### src/rtl/bffa_pkg.sv
// ----------------------------------------------------------------------------
// bffa_pkg
// Shared constants and controller/datapath types for the bitmap first-fit
// allocator.
// ----------------------------------------------------------------------------
package bffa_pkg;

    localparam int MAP_BYTES_DEF = 128;
    localparam int WORD_BITS     = 32;
    localparam int WORD_IDX_W    = 5;

    localparam logic [1:0] FUNC_SEARCH = 2'd0;
    localparam logic [1:0] FUNC_ALLOC  = 2'd1;
    localparam logic [1:0] FUNC_FREE   = 2'd2;

    // controller -> datapath
    typedef struct packed {
        logic load;
        logic clr_wr;
        logic rd;
        logic publish;
    } bffa_cmd_t;

    // datapath -> controller
    typedef struct packed {
        logic go_scan;
        logic go_rmw;
        logic addr_last;
        logic hit;
        logic scan_end;
    } bffa_stat_t;

endpackage

### src/rtl/bffa_req_if.sv
// ----------------------------------------------------------------------------
// bffa_req_if
// Request channel: operation code, range start and length.
// ----------------------------------------------------------------------------
interface bffa_req_if;
    logic        valid;
    logic        ready;
    logic [1:0]  func;
    logic [9:0]  start_bit;
    logic [10:0] run_length;

    modport source (output valid, output func, output start_bit, output run_length,
                    input ready);
    modport sink   (input valid, input func, input start_bit, input run_length,
                    output ready);
endinterface

### src/rtl/bffa_rsp_if.sv
// ----------------------------------------------------------------------------
// bffa_rsp_if
// Response channel: search outcome and range error flag.
// ----------------------------------------------------------------------------
interface bffa_rsp_if;
    logic       valid;
    logic       ready;
    logic       found;
    logic [9:0] run_start;
    logic       range_error;

    modport source (output valid, output found, output run_start, output range_error,
                    input ready);
    modport sink   (input valid, input found, input run_start, input range_error,
                    output ready);
endinterface

### src/rtl/bffa_ctrl.sv
// ----------------------------------------------------------------------------
// bffa_ctrl
// Sequencer: reset clear sweep, word scan for search, read-modify-write
// sweep for allocate/free, and the output register handshake.
// ----------------------------------------------------------------------------
module bffa_ctrl (
    input  logic                  clk,
    input  logic                  rst_n,
    input  logic                  req_valid,
    output logic                  req_ready,
    output logic                  rsp_valid,
    input  logic                  rsp_ready,
    input  bffa_pkg::bffa_stat_t  st,
    output bffa_pkg::bffa_cmd_t   cmd
);
    import bffa_pkg::*;

    localparam logic [2:0] S_CLEAR = 3'd0;
    localparam logic [2:0] S_IDLE  = 3'd1;
    localparam logic [2:0] S_SCAN  = 3'd2;
    localparam logic [2:0] S_DRAIN = 3'd3;
    localparam logic [2:0] S_RMW   = 3'd4;
    localparam logic [2:0] S_DONE  = 3'd5;

    logic [2:0] state_reg, state_next;
    logic       out_valid_reg, out_valid_next;

    always_comb
    begin
        cmd        = '0;
        state_next = state_reg;
        case (state_reg)
            S_CLEAR:
            begin
                cmd.clr_wr = 1'b1;
                if (st.addr_last)
                begin
                    state_next = S_IDLE;
                end
            end
            S_IDLE:
            begin
                if (req_valid)
                begin
                    cmd.load = 1'b1;
                    if (st.go_scan)
                    begin
                        state_next = S_SCAN;
                    end
                    else if (st.go_rmw)
                    begin
                        state_next = S_RMW;
                    end
                    else
                    begin
                        state_next = S_DONE;
                    end
                end
            end
            S_SCAN:
            begin
                if (st.hit)
                begin
                    state_next = S_DONE;
                end
                else
                begin
                    cmd.rd = 1'b1;
                    if (st.addr_last)
                    begin
                        state_next = S_DRAIN;
                    end
                end
            end
            S_DRAIN:
            begin
                if (st.hit || st.scan_end)
                begin
                    state_next = S_DONE;
                end
            end
            S_RMW:
            begin
                // last write lands during the done cycle
                cmd.rd = 1'b1;
                if (st.addr_last)
                begin
                    state_next = S_DONE;
                end
            end
            S_DONE:
            begin
                if (!out_valid_reg || rsp_ready)
                begin
                    cmd.publish = 1'b1;
                    state_next  = S_IDLE;
                end
            end
            default:
            begin
                state_next = S_IDLE;
            end
        endcase
    end

    always_comb
    begin
        if (cmd.publish)
        begin
            out_valid_next = 1'b1;
        end
        else if (rsp_ready)
        begin
            out_valid_next = 1'b0;
        end
        else
        begin
            out_valid_next = out_valid_reg;
        end
    end

    always_ff @(posedge clk or negedge rst_n)
    begin
        if (!rst_n)
        begin
            state_reg     <= S_CLEAR;
            out_valid_reg <= 1'b0;
        end
        else
        begin
            state_reg     <= state_next;
            out_valid_reg <= out_valid_next;
        end
    end

    assign req_ready = (state_reg == S_IDLE);
    assign rsp_valid = out_valid_reg;

endmodule

### src/rtl/bffa_dp.sv
// ----------------------------------------------------------------------------
// bffa_dp
// Bitmap word memory, request decode, two-stage run-length scan pipeline,
// range mask read-modify-write, and the result registers.
// ----------------------------------------------------------------------------
module bffa_dp #(
    parameter int MAP_BYTES = bffa_pkg::MAP_BYTES_DEF
) (
    input  logic                  clk,
    input  logic                  rst_n,
    input  bffa_pkg::bffa_cmd_t   cmd,
    output bffa_pkg::bffa_stat_t  st,
    input  logic [1:0]            func,
    input  logic [9:0]            start_bit,
    input  logic [10:0]           run_length,
    output logic                  found,
    output logic [9:0]            run_start,
    output logic                  range_error
);
    import bffa_pkg::*;

    localparam int MAP_BITS = MAP_BYTES * 8;
    localparam int WORDS    = (MAP_BITS + WORD_BITS - 1) / WORD_BITS;
    localparam int AW       = (WORDS > 1) ? $clog2(WORDS) : 1;
    localparam int TAIL     = MAP_BITS % WORD_BITS;
    localparam int PW       = (AW + WORD_IDX_W + 1 > 12) ? AW + WORD_IDX_W + 1 : 12;
    localparam logic [AW-1:0] LAST_WORD  = AW'(WORDS - 1);
    localparam logic [15:0]   MAP_BITS_V = 16'(MAP_BITS);

    logic [WORD_BITS-1:0] mem [WORDS];

    // request decode
    logic [11:0] sum;
    logic [11:0] e_last;
    logic        range_bad;
    logic        len_zero;
    logic        len_big;
    logic        is_rmw;

    // control registers
    logic [AW-1:0] addr_reg, addr_next;
    logic [AW-1:0] last_reg, last_next;
    logic          rmw_reg;
    logic          rd_valid_reg;
    logic          a_valid_reg, a_valid_next;
    logic          hit_reg;
    logic          end_reg;

    // operation registers
    logic                  set_reg;
    logic [10:0]           len_reg;
    logic [10:0]           r_reg;
    logic [AW-1:0]         s_word_reg, e_word_reg;
    logic [WORD_IDX_W-1:0] s_bit_reg, e_bit_reg;
    logic [9:0]            pos_reg;
    logic                  err_reg;

    // read and scan pipeline
    logic [AW-1:0]         rd_addr_reg;
    logic [WORD_BITS-1:0]  rd_data_reg;
    logic [AW-1:0]         a_tag_reg;
    logic [WORD_BITS-1:0]  a_free_reg;
    logic [5:0]            a_runw_reg [WORD_BITS];
    logic [5:0]            runw [WORD_BITS];
    logic [WORD_BITS-1:0]  free_v;

    // stage B
    logic [WORD_BITS-1:0]  hit_v;
    logic [WORD_IDX_W-1:0] jsel;
    logic                  scan_active;
    logic [PW-1:0]         pos_full;

    // read-modify-write
    logic [WORD_BITS-1:0]  lo_mask, hi_mask, wmask, wdata;
    logic                  wr_en;

    assign sum       = 12'(start_bit) + 12'(run_length);
    assign e_last    = sum - 12'd1;
    assign range_bad = {4'b0, sum} > MAP_BITS_V;
    assign len_zero  = (run_length == 11'd0);
    assign len_big   = {5'b0, run_length} > MAP_BITS_V;
    assign is_rmw    = (func == FUNC_ALLOC) || (func == FUNC_FREE);

    assign st.go_scan   = (func == FUNC_SEARCH) && !len_zero && !len_big;
    assign st.go_rmw    = is_rmw && !range_bad && !len_zero;
    assign st.addr_last = (addr_reg == last_reg);
    assign st.hit       = hit_reg;
    assign st.scan_end  = end_reg;

    // word address counter
    always_comb
    begin
        addr_next = addr_reg;
        last_next = last_reg;
        if (cmd.load)
        begin
            if (st.go_rmw)
            begin
                addr_next = AW'(start_bit[9:5]);
                last_next = AW'(e_last[11:5]);
            end
            else
            begin
                addr_next = '0;
                last_next = LAST_WORD;
            end
        end
        else if (cmd.rd || cmd.clr_wr)
        begin
            addr_next = addr_reg + AW'(1);
        end
    end

    // memory: one write and one registered read per cycle
    always_ff @(posedge clk)
    begin
        if (cmd.clr_wr)
        begin
            mem[addr_reg] <= '0;
        end
        else if (wr_en)
        begin
            mem[rd_addr_reg] <= wdata;
        end
        if (cmd.rd)
        begin
            rd_data_reg <= mem[addr_reg];
            rd_addr_reg <= addr_reg;
        end
    end

    // stage A: run of free bits ending at each position within the word,
    // via a prefix max of (index+1) over set bits
    always_comb
    begin
        logic [5:0] pm [6][WORD_BITS];
        for (int j = 0; j < WORD_BITS; j++)
        begin
            if (rd_data_reg[j] || ((TAIL != 0) && (rd_addr_reg == LAST_WORD) && (j >= TAIL)))
            begin
                pm[0][j] = 6'(j + 1);
            end
            else
            begin
                pm[0][j] = 6'd0;
            end
        end
        for (int l = 0; l < WORD_IDX_W; l++)
        begin
            for (int j = 0; j < WORD_BITS; j++)
            begin
                pm[l+1][j] = pm[l][j];
                if (j >= (1 << l))
                begin
                    if (pm[l][j - (1 << l)] > pm[l][j])
                    begin
                        pm[l+1][j] = pm[l][j - (1 << l)];
                    end
                end
            end
        end
        for (int j = 0; j < WORD_BITS; j++)
        begin
            runw[j]   = 6'(j + 1) - pm[WORD_IDX_W][j];
            free_v[j] = (pm[WORD_IDX_W][j] == 6'd0);
        end
    end

    assign a_valid_next = cmd.load ? 1'b0 : (rd_valid_reg && !rmw_reg);

    always_ff @(posedge clk)
    begin
        a_tag_reg  <= rd_addr_reg;
        a_free_reg <= free_v;
        for (int j = 0; j < WORD_BITS; j++)
        begin
            a_runw_reg[j] <= runw[j];
        end
    end

    // stage B: r_reg is the run length still needed beyond the carried run
    always_comb
    begin
        jsel = '0;
        for (int j = 0; j < WORD_BITS; j++)
        begin
            hit_v[j] = (a_free_reg[j] && (11'(j + 1) >= r_reg)) ||
                       (11'(a_runw_reg[j]) >= len_reg);
        end
        for (int j = WORD_BITS - 1; j >= 0; j--)
        begin
            if (hit_v[j])
            begin
                jsel = WORD_IDX_W'(j);
            end
        end
    end

    assign scan_active = a_valid_reg && !hit_reg && !end_reg;
    assign pos_full    = PW'({a_tag_reg, jsel}) + PW'(1) - PW'(len_reg);

    always_ff @(posedge clk or negedge rst_n)
    begin
        if (!rst_n)
        begin
            addr_reg     <= '0;
            last_reg     <= LAST_WORD;
            rmw_reg      <= 1'b0;
            rd_valid_reg <= 1'b0;
            a_valid_reg  <= 1'b0;
            hit_reg      <= 1'b0;
            end_reg      <= 1'b0;
        end
        else
        begin
            addr_reg     <= addr_next;
            last_reg     <= last_next;
            rd_valid_reg <= cmd.rd;
            a_valid_reg  <= a_valid_next;
            if (cmd.load)
            begin
                rmw_reg <= st.go_rmw;
                hit_reg <= 1'b0;
                end_reg <= 1'b0;
            end
            else if (scan_active)
            begin
                if (|hit_v)
                begin
                    hit_reg <= 1'b1;
                end
                else if (a_tag_reg == LAST_WORD)
                begin
                    end_reg <= 1'b1;
                end
            end
        end
    end

    always_ff @(posedge clk)
    begin
        if (cmd.load)
        begin
            set_reg    <= (func == FUNC_ALLOC);
            len_reg    <= run_length;
            r_reg      <= run_length;
            s_word_reg <= AW'(start_bit[9:5]);
            s_bit_reg  <= start_bit[4:0];
            e_word_reg <= AW'(e_last[11:5]);
            e_bit_reg  <= e_last[4:0];
            pos_reg    <= '0;
            err_reg    <= is_rmw && range_bad;
        end
        else if (scan_active)
        begin
            if (|hit_v)
            begin
                pos_reg <= pos_full[9:0];
            end
            else if (a_free_reg[WORD_BITS-1])
            begin
                r_reg <= r_reg - 11'(WORD_BITS);
            end
            else
            begin
                r_reg <= len_reg - 11'(a_runw_reg[WORD_BITS-1]);
            end
        end
    end

    // range mask for the word just read
    assign lo_mask = (rd_addr_reg == s_word_reg) ? ({WORD_BITS{1'b1}} << s_bit_reg)
                                                 : {WORD_BITS{1'b1}};
    assign hi_mask = (rd_addr_reg == e_word_reg)
                   ? ({WORD_BITS{1'b1}} >> (WORD_IDX_W'(WORD_BITS - 1) - e_bit_reg))
                   : {WORD_BITS{1'b1}};
    assign wmask   = lo_mask & hi_mask;
    assign wdata   = set_reg ? (rd_data_reg | wmask) : (rd_data_reg & ~wmask);
    assign wr_en   = rd_valid_reg && rmw_reg;

    // output register
    always_ff @(posedge clk)
    begin
        if (cmd.publish)
        begin
            found       <= hit_reg;
            run_start   <= pos_reg;
            range_error <= err_reg;
        end
    end

endmodule

### src/rtl/bitmap_first_fit_allocator_core.sv
// Search: one 32-bit bitmap word read per cycle (MAP_BYTES/4 words, 32 by default), two
//   scan stages, then the output register; a fit found early ends the scan sooner.
// Allocate/free: read-modify-write of the touched words; errors, zero lengths and unused
//   codes skip it. One request in flight; next accept in the result cycle.
// Reset clears all MAP_BYTES/4 bitmap words in a sweep; no request is taken meanwhile.
// ----------------------------------------------------------------------------
// bitmap_first_fit_allocator_core
// Allocation bitmap with first-fit free run search and range set/clear.
// ----------------------------------------------------------------------------
module bitmap_first_fit_allocator_core #(
    parameter int MAP_BYTES = bffa_pkg::MAP_BYTES_DEF
) (
    input  logic        clk,
    input  logic        rst_n,
    bffa_req_if.sink    req,
    bffa_rsp_if.source  rsp
);
    import bffa_pkg::*;

    bffa_cmd_t  cmd;
    bffa_stat_t st;

    bffa_ctrl u_ctrl (
        .clk       (clk),
        .rst_n     (rst_n),
        .req_valid (req.valid),
        .req_ready (req.ready),
        .rsp_valid (rsp.valid),
        .rsp_ready (rsp.ready),
        .st        (st),
        .cmd       (cmd)
    );

    bffa_dp #(
        .MAP_BYTES (MAP_BYTES)
    ) u_dp (
        .clk         (clk),
        .rst_n       (rst_n),
        .cmd         (cmd),
        .st          (st),
        .func        (req.func),
        .start_bit   (req.start_bit),
        .run_length  (req.run_length),
        .found       (rsp.found),
        .run_start   (rsp.run_start),
        .range_error (rsp.range_error)
    );

endmodule

### src/flat_wrapper.sv
// flat-port wrapper written by rule: the top's interface ports become plain ports
module bitmap_first_fit_allocator_core_flat import bffa_pkg::*;
#(
    parameter int MAP_BYTES = bffa_pkg::MAP_BYTES_DEF
)
  (clk, rst_n, req_valid, req_func, req_start_bit, req_run_length, req_ready, rsp_valid, rsp_found, rsp_run_start, rsp_range_error, rsp_ready);
  bffa_req_if req_i ();
  bffa_rsp_if rsp_i ();
  input  logic clk;
  input  logic rst_n;
  input wire logic [$bits(req_i.valid)-1:0] req_valid;
  input wire logic [$bits(req_i.func)-1:0] req_func;
  input wire logic [$bits(req_i.start_bit)-1:0] req_start_bit;
  input wire logic [$bits(req_i.run_length)-1:0] req_run_length;
  output wire logic [$bits(req_i.ready)-1:0] req_ready;
  output wire logic [$bits(rsp_i.valid)-1:0] rsp_valid;
  output wire logic [$bits(rsp_i.found)-1:0] rsp_found;
  output wire logic [$bits(rsp_i.run_start)-1:0] rsp_run_start;
  output wire logic [$bits(rsp_i.range_error)-1:0] rsp_range_error;
  input wire logic [$bits(rsp_i.ready)-1:0] rsp_ready;
  assign req_i.valid = req_valid;
  assign req_i.func = req_func;
  assign req_i.start_bit = req_start_bit;
  assign req_i.run_length = req_run_length;
  assign req_ready = req_i.ready;
  assign rsp_valid = rsp_i.valid;
  assign rsp_found = rsp_i.found;
  assign rsp_run_start = rsp_i.run_start;
  assign rsp_range_error = rsp_i.range_error;
  assign rsp_i.ready = rsp_ready;
  bitmap_first_fit_allocator_core #(.MAP_BYTES(MAP_BYTES)) u_core (.clk(clk), .rst_n(rst_n), .req(req_i), .rsp(rsp_i));
endmodule
### config.mk
export PLATFORM = sky130hd
export DESIGN_NAME = bitmap_first_fit_allocator_core_flat
export DESIGN_NICKNAME = d
export VERILOG_FILES = /design/src/rtl/bffa_pkg.sv /design/src/rtl/bffa_req_if.sv /design/src/rtl/bffa_rsp_if.sv /design/src/rtl/bffa_ctrl.sv /design/src/rtl/bffa_dp.sv /design/src/rtl/bitmap_first_fit_allocator_core.sv /design/src/flat_wrapper.sv
export SDC_FILE = /design/constraint.sdc
export NUM_CORES = 2
export LEC_CHECK = 0
export BUFFER_PORTS_ARGS = -buffer_cell sky130_fd_sc_hd__buf_2
export CAP_MARGIN = 0
export CORE_MARGIN = 4
export CORE_UTILIZATION = 50
export CTS_BUF_LIST = sky130_fd_sc_hd__clkbuf_4 sky130_fd_sc_hd__clkbuf_8
export DETAILED_ROUTE_END_ITERATION = 16
export PLACE_DENSITY = 0.65
export SLEW_MARGIN = 20
export SYNTH_ARGS = -nofsm -noshare
export SYNTH_HDL_FRONTEND = slang
export SYNTH_SLANG_ARGS = --single-unit
### constraint.sdc
create_clock -name clk -period 16.3 [get_ports clk]
set_input_delay 1.63 -clock clk [delete_from_list [all_inputs] [get_ports clk]]
set_output_delay 1.63 -clock clk [all_outputs]
set_load 0.02 [all_outputs]
==> key figures <==
STA
  – Final setup violation count: 0
  – F_max: 121 MHz
  – Crit share post-route: 50.6%
  – Minimum clock period: 8.25 ns
  – Fin. Hold Viols: 0
  – Worst Tran Pin Value: 1.05 ns
  – Skew final: 0.109 ns
  – Setup_tns: 0 ns
  – Relative slew margins: 30.1%
  – RSZ-0062 raised after global routing: no
  – Slew Limit Fails: 0
  – Final worst slack: 8.05 ns

Layout
  – Fin cells: 6,869
  – Finished Cell Area: 74,300 um^2
  – Area of the multi-input gates: 27,100 um^2
  – FILL cells: 10,800
  – Final net count: 5,491
  – Storage element area: 38,300 um^2
  – Syn-to-layout area delta: 10.7%
  – Number of flip-flops in the largest register: 1,024
  – Layout cell share with drive strength beyond 1: 20.1%

Logic synthesis
  – Complex-gate fraction of the synthesized area: 7.63%
  – Post-synthesis instance total: 4,730
  – Post-synth top area share: 50.0%
  – EDFF count, synth: 1,117
  – Asr flop ratio synth: 1.41%
  – Most common cell in the netlist: edfxtp_1
  – Synthesized cell area: 67,100 um^2
  – YS warnings: 0
  – Post-synthesis xor/xnor area fraction: 1.15%
  – Multiplexer share of the synthesized area: 14.4%
  – Commonest cells in the netlist: 1,117 x edfxtp_1, 537 x ha_1, 381 x inv_1
  – Synth Area per Inst: 14.2 um^2
  – Simple-gate area share of the yosys netlist: 6.44%
  – Top_reg_cell synth: edfxtp_1
  – Sequential element share of the synthesized area: 57.1%
  – Area leader, netlist: edfxtp_1
  – Number of synthesized register bits: 1,350
  – Main combinational cell family by area after synthesis: multiplexers
  – Synth area leaders: edfxtp_1 50%, mux4_2 11%, ha_1 10%
  – Netlist cell types: 122
  – Post-Synth Adder-Cell Area: 10.1%

Critical path
  – Worst setup SP type: register
  – Worst path max stage delay: 0.59 ns
  – WP data required: 17.09 ns
  – Slowest stage cell on the critical path: mux2i_1
  – FF-to-FF setup slack: 8.05 ns
  – Critical path fanouts, max: 12
  – Crit Path Category: reg -> reg
  – Worst EP arrival: 9.04 ns
  – Critical Path End Type: register

Global route
  – Initial antenna violation count: 4
  – Vias in the first global route: 40,200
  – First-pass GRT wire length: 265 mm
  – GRT Total Usage: 25.4%
  – Overflow left after global routing: 0
  – Largest net degree at the start of global routing: 78

CTS
  – Clk sinks: 1,350
  – Clock latency reported for the late side of the worst-skew pair: 0.96 ns
  – Hold buffer count at CTS: 0
  – Clock slew at the register clock pins of the worst setup and hold paths: 0.06 ns
  – Clock tree buffer depth: 3
  – Num CTS Buffers: 215
  – CTS Root Cell: clkbuf_8
  – Cts repair resizes: 0
  – Setup bufs post-CTS: 0
  – CTS H-tree depth: 4
  – CTS tree: built

Placement
  – Placed cell areas: 69,800 um^2
  – PortBufs: 40
  – Pre-CTS setup slack: 8.14 ns
  – HPWL Detailed: 111 mm
  – GPL Wtd Cong: 0.921
  – # placed instances: 6,475

Floorplan
  – Die area: 140,000 um^2
  – Die width: 374 um
  – Placeable Area: 133,000 um^2
  – Starting Density: 50.3%
  – DIE HEIGHT: 374 um
  – Top-Level Pins: 41
  – Rows: 134

Power and ir drop
  – VDD IR max: 138 uV
  – Power per standard cell area: 174 nW/um^2
  – Leakage Power: 0.0261 uW
  – Total chip power: 13,000 uW

Detailed routing
  – Vias/cell: 5.95
  – Antenna-violating nets left: 0
  – DR iter-0 viols: 3,830
  – # DRC: 0
  – Via count: 40,900
  – Drt wl/cell: 26.0 um
  – Drt total wl: 178 mm
  – Pre-Repair DR Iteration Count: 6

Outcome
  – Status: complete, no violations

Run
  – Max-Cap Viols: 0

Min path
  – Hold WC Path Type: reg -> reg
==> routing by layer <==
| layer | GRT usage (%) | vias to the layer above | routed length (um) |
|---|---|---|---|
| met3 | 4.02 | 282 | 12700 |
| met5 | 0 | - | 13 |
| met1 | 34.9 | 20500 | 73700 |
| li1 | - | 18500 | - |
| met4 | 7.44 | 2 | 4950 |
| met2 | 41.9 | 1612 | 87000 |
==> metrics by stage <==
| step | util, % | hold slack, ns |
|---|---|---|
| floorplan | - | 0.400 |
| global placement | 52.3 | 0.406 |
| detailed placement | 52.3 | 0.418 |
| CTS | 55.6 | 0.434 |
| global route | 55.7 | 0.450 |
| finish | 55.7 | 0.427 |
==> area by class of cell <==
cell class                 count  area share [%]
multi-input combinational   2847            36.4
clock buffer                 289            4.84
clock inverter               104            1.13
tap                         1768            2.98
antenna                        1         0.00337
sequential                  1350            51.6
timing repair buffer         119            1.08
inverter                     391            1.98
==> kinds of logic after synthesis <==
family                   count (synthesis)
other                                    1
XOR/XNOR                                88
adder cells (fa/ha/maj)                540
AND/OR/NAND/NOR                        868
multiplexers                           551
buffers and inverters                  549
AO/OA/AOI/OAI                          783
flip-flops                            1350
==> final timing paths <==
kind                                       startpoint                       endpoint  cells after the start
max in group asynchronous                       rst_n        u_core.u_dp.addr_reg[2]                      1
min in group asynchronous                       rst_n        u_core.u_dp.addr_reg[1]                      1
max                        u_core.u_dp.rd_data_reg[1]  u_core.u_dp.a_runw_reg[1][94]                     31
min                            u_core.u_dp.pos_reg[3]       u_core.u_dp.run_start[3]                      0
max reg2reg                u_core.u_dp.rd_data_reg[1]  u_core.u_dp.a_runw_reg[1][94]                     31
min reg2reg                    u_core.u_dp.pos_reg[3]       u_core.u_dp.run_start[3]                      0
==> power by group <==
group | switching (uW) | total (uW) | internal, uW | leakage (uW)
clock | 1400 | 2950 | 1550 | 0.00232
combinational | 3200 | 5590 | 2390 | 0.0132
sequential | 274 | 4420 | 4140 | 0.0106
==> cell usage in the layout (no fill, tap or decap), types with 40 or more instances in the layout <==
cell	n
buf_4	78
mux2i_1	142
a21o_1	73
a21oi_1	235
nor2b_1	66
clkbuf_4	61
ha_1	537
nand2b_1	70
buf_2	40
o21ai_0	162
edfxtp_1	1117
mux2_2	79
nand2_1	212
o21a_1	51
clkinv_1	48
nor2_1	221
xnor2_1	53
inv_1	380
clkbuf_8	228
a31oi_1	44
nor2_4	41
nand3_1	45
dfxtp_1	214
mux4_2	320
==> worst max-delay path, delay by kind of cell, from the launching register on <==
kind,cells,cell delay (ns)
AOI/OAI and AO/OA,12,2.77
and+or+nand+nor,5,1.06
xor gates and xnor gates,1,0.17
buffers and inverters,5,0.66
adders and majority gates,5,1.45
muxes,3,1.42
DFF,1,0.58
No activity file was read; power rests on OpenSTA's default activity.
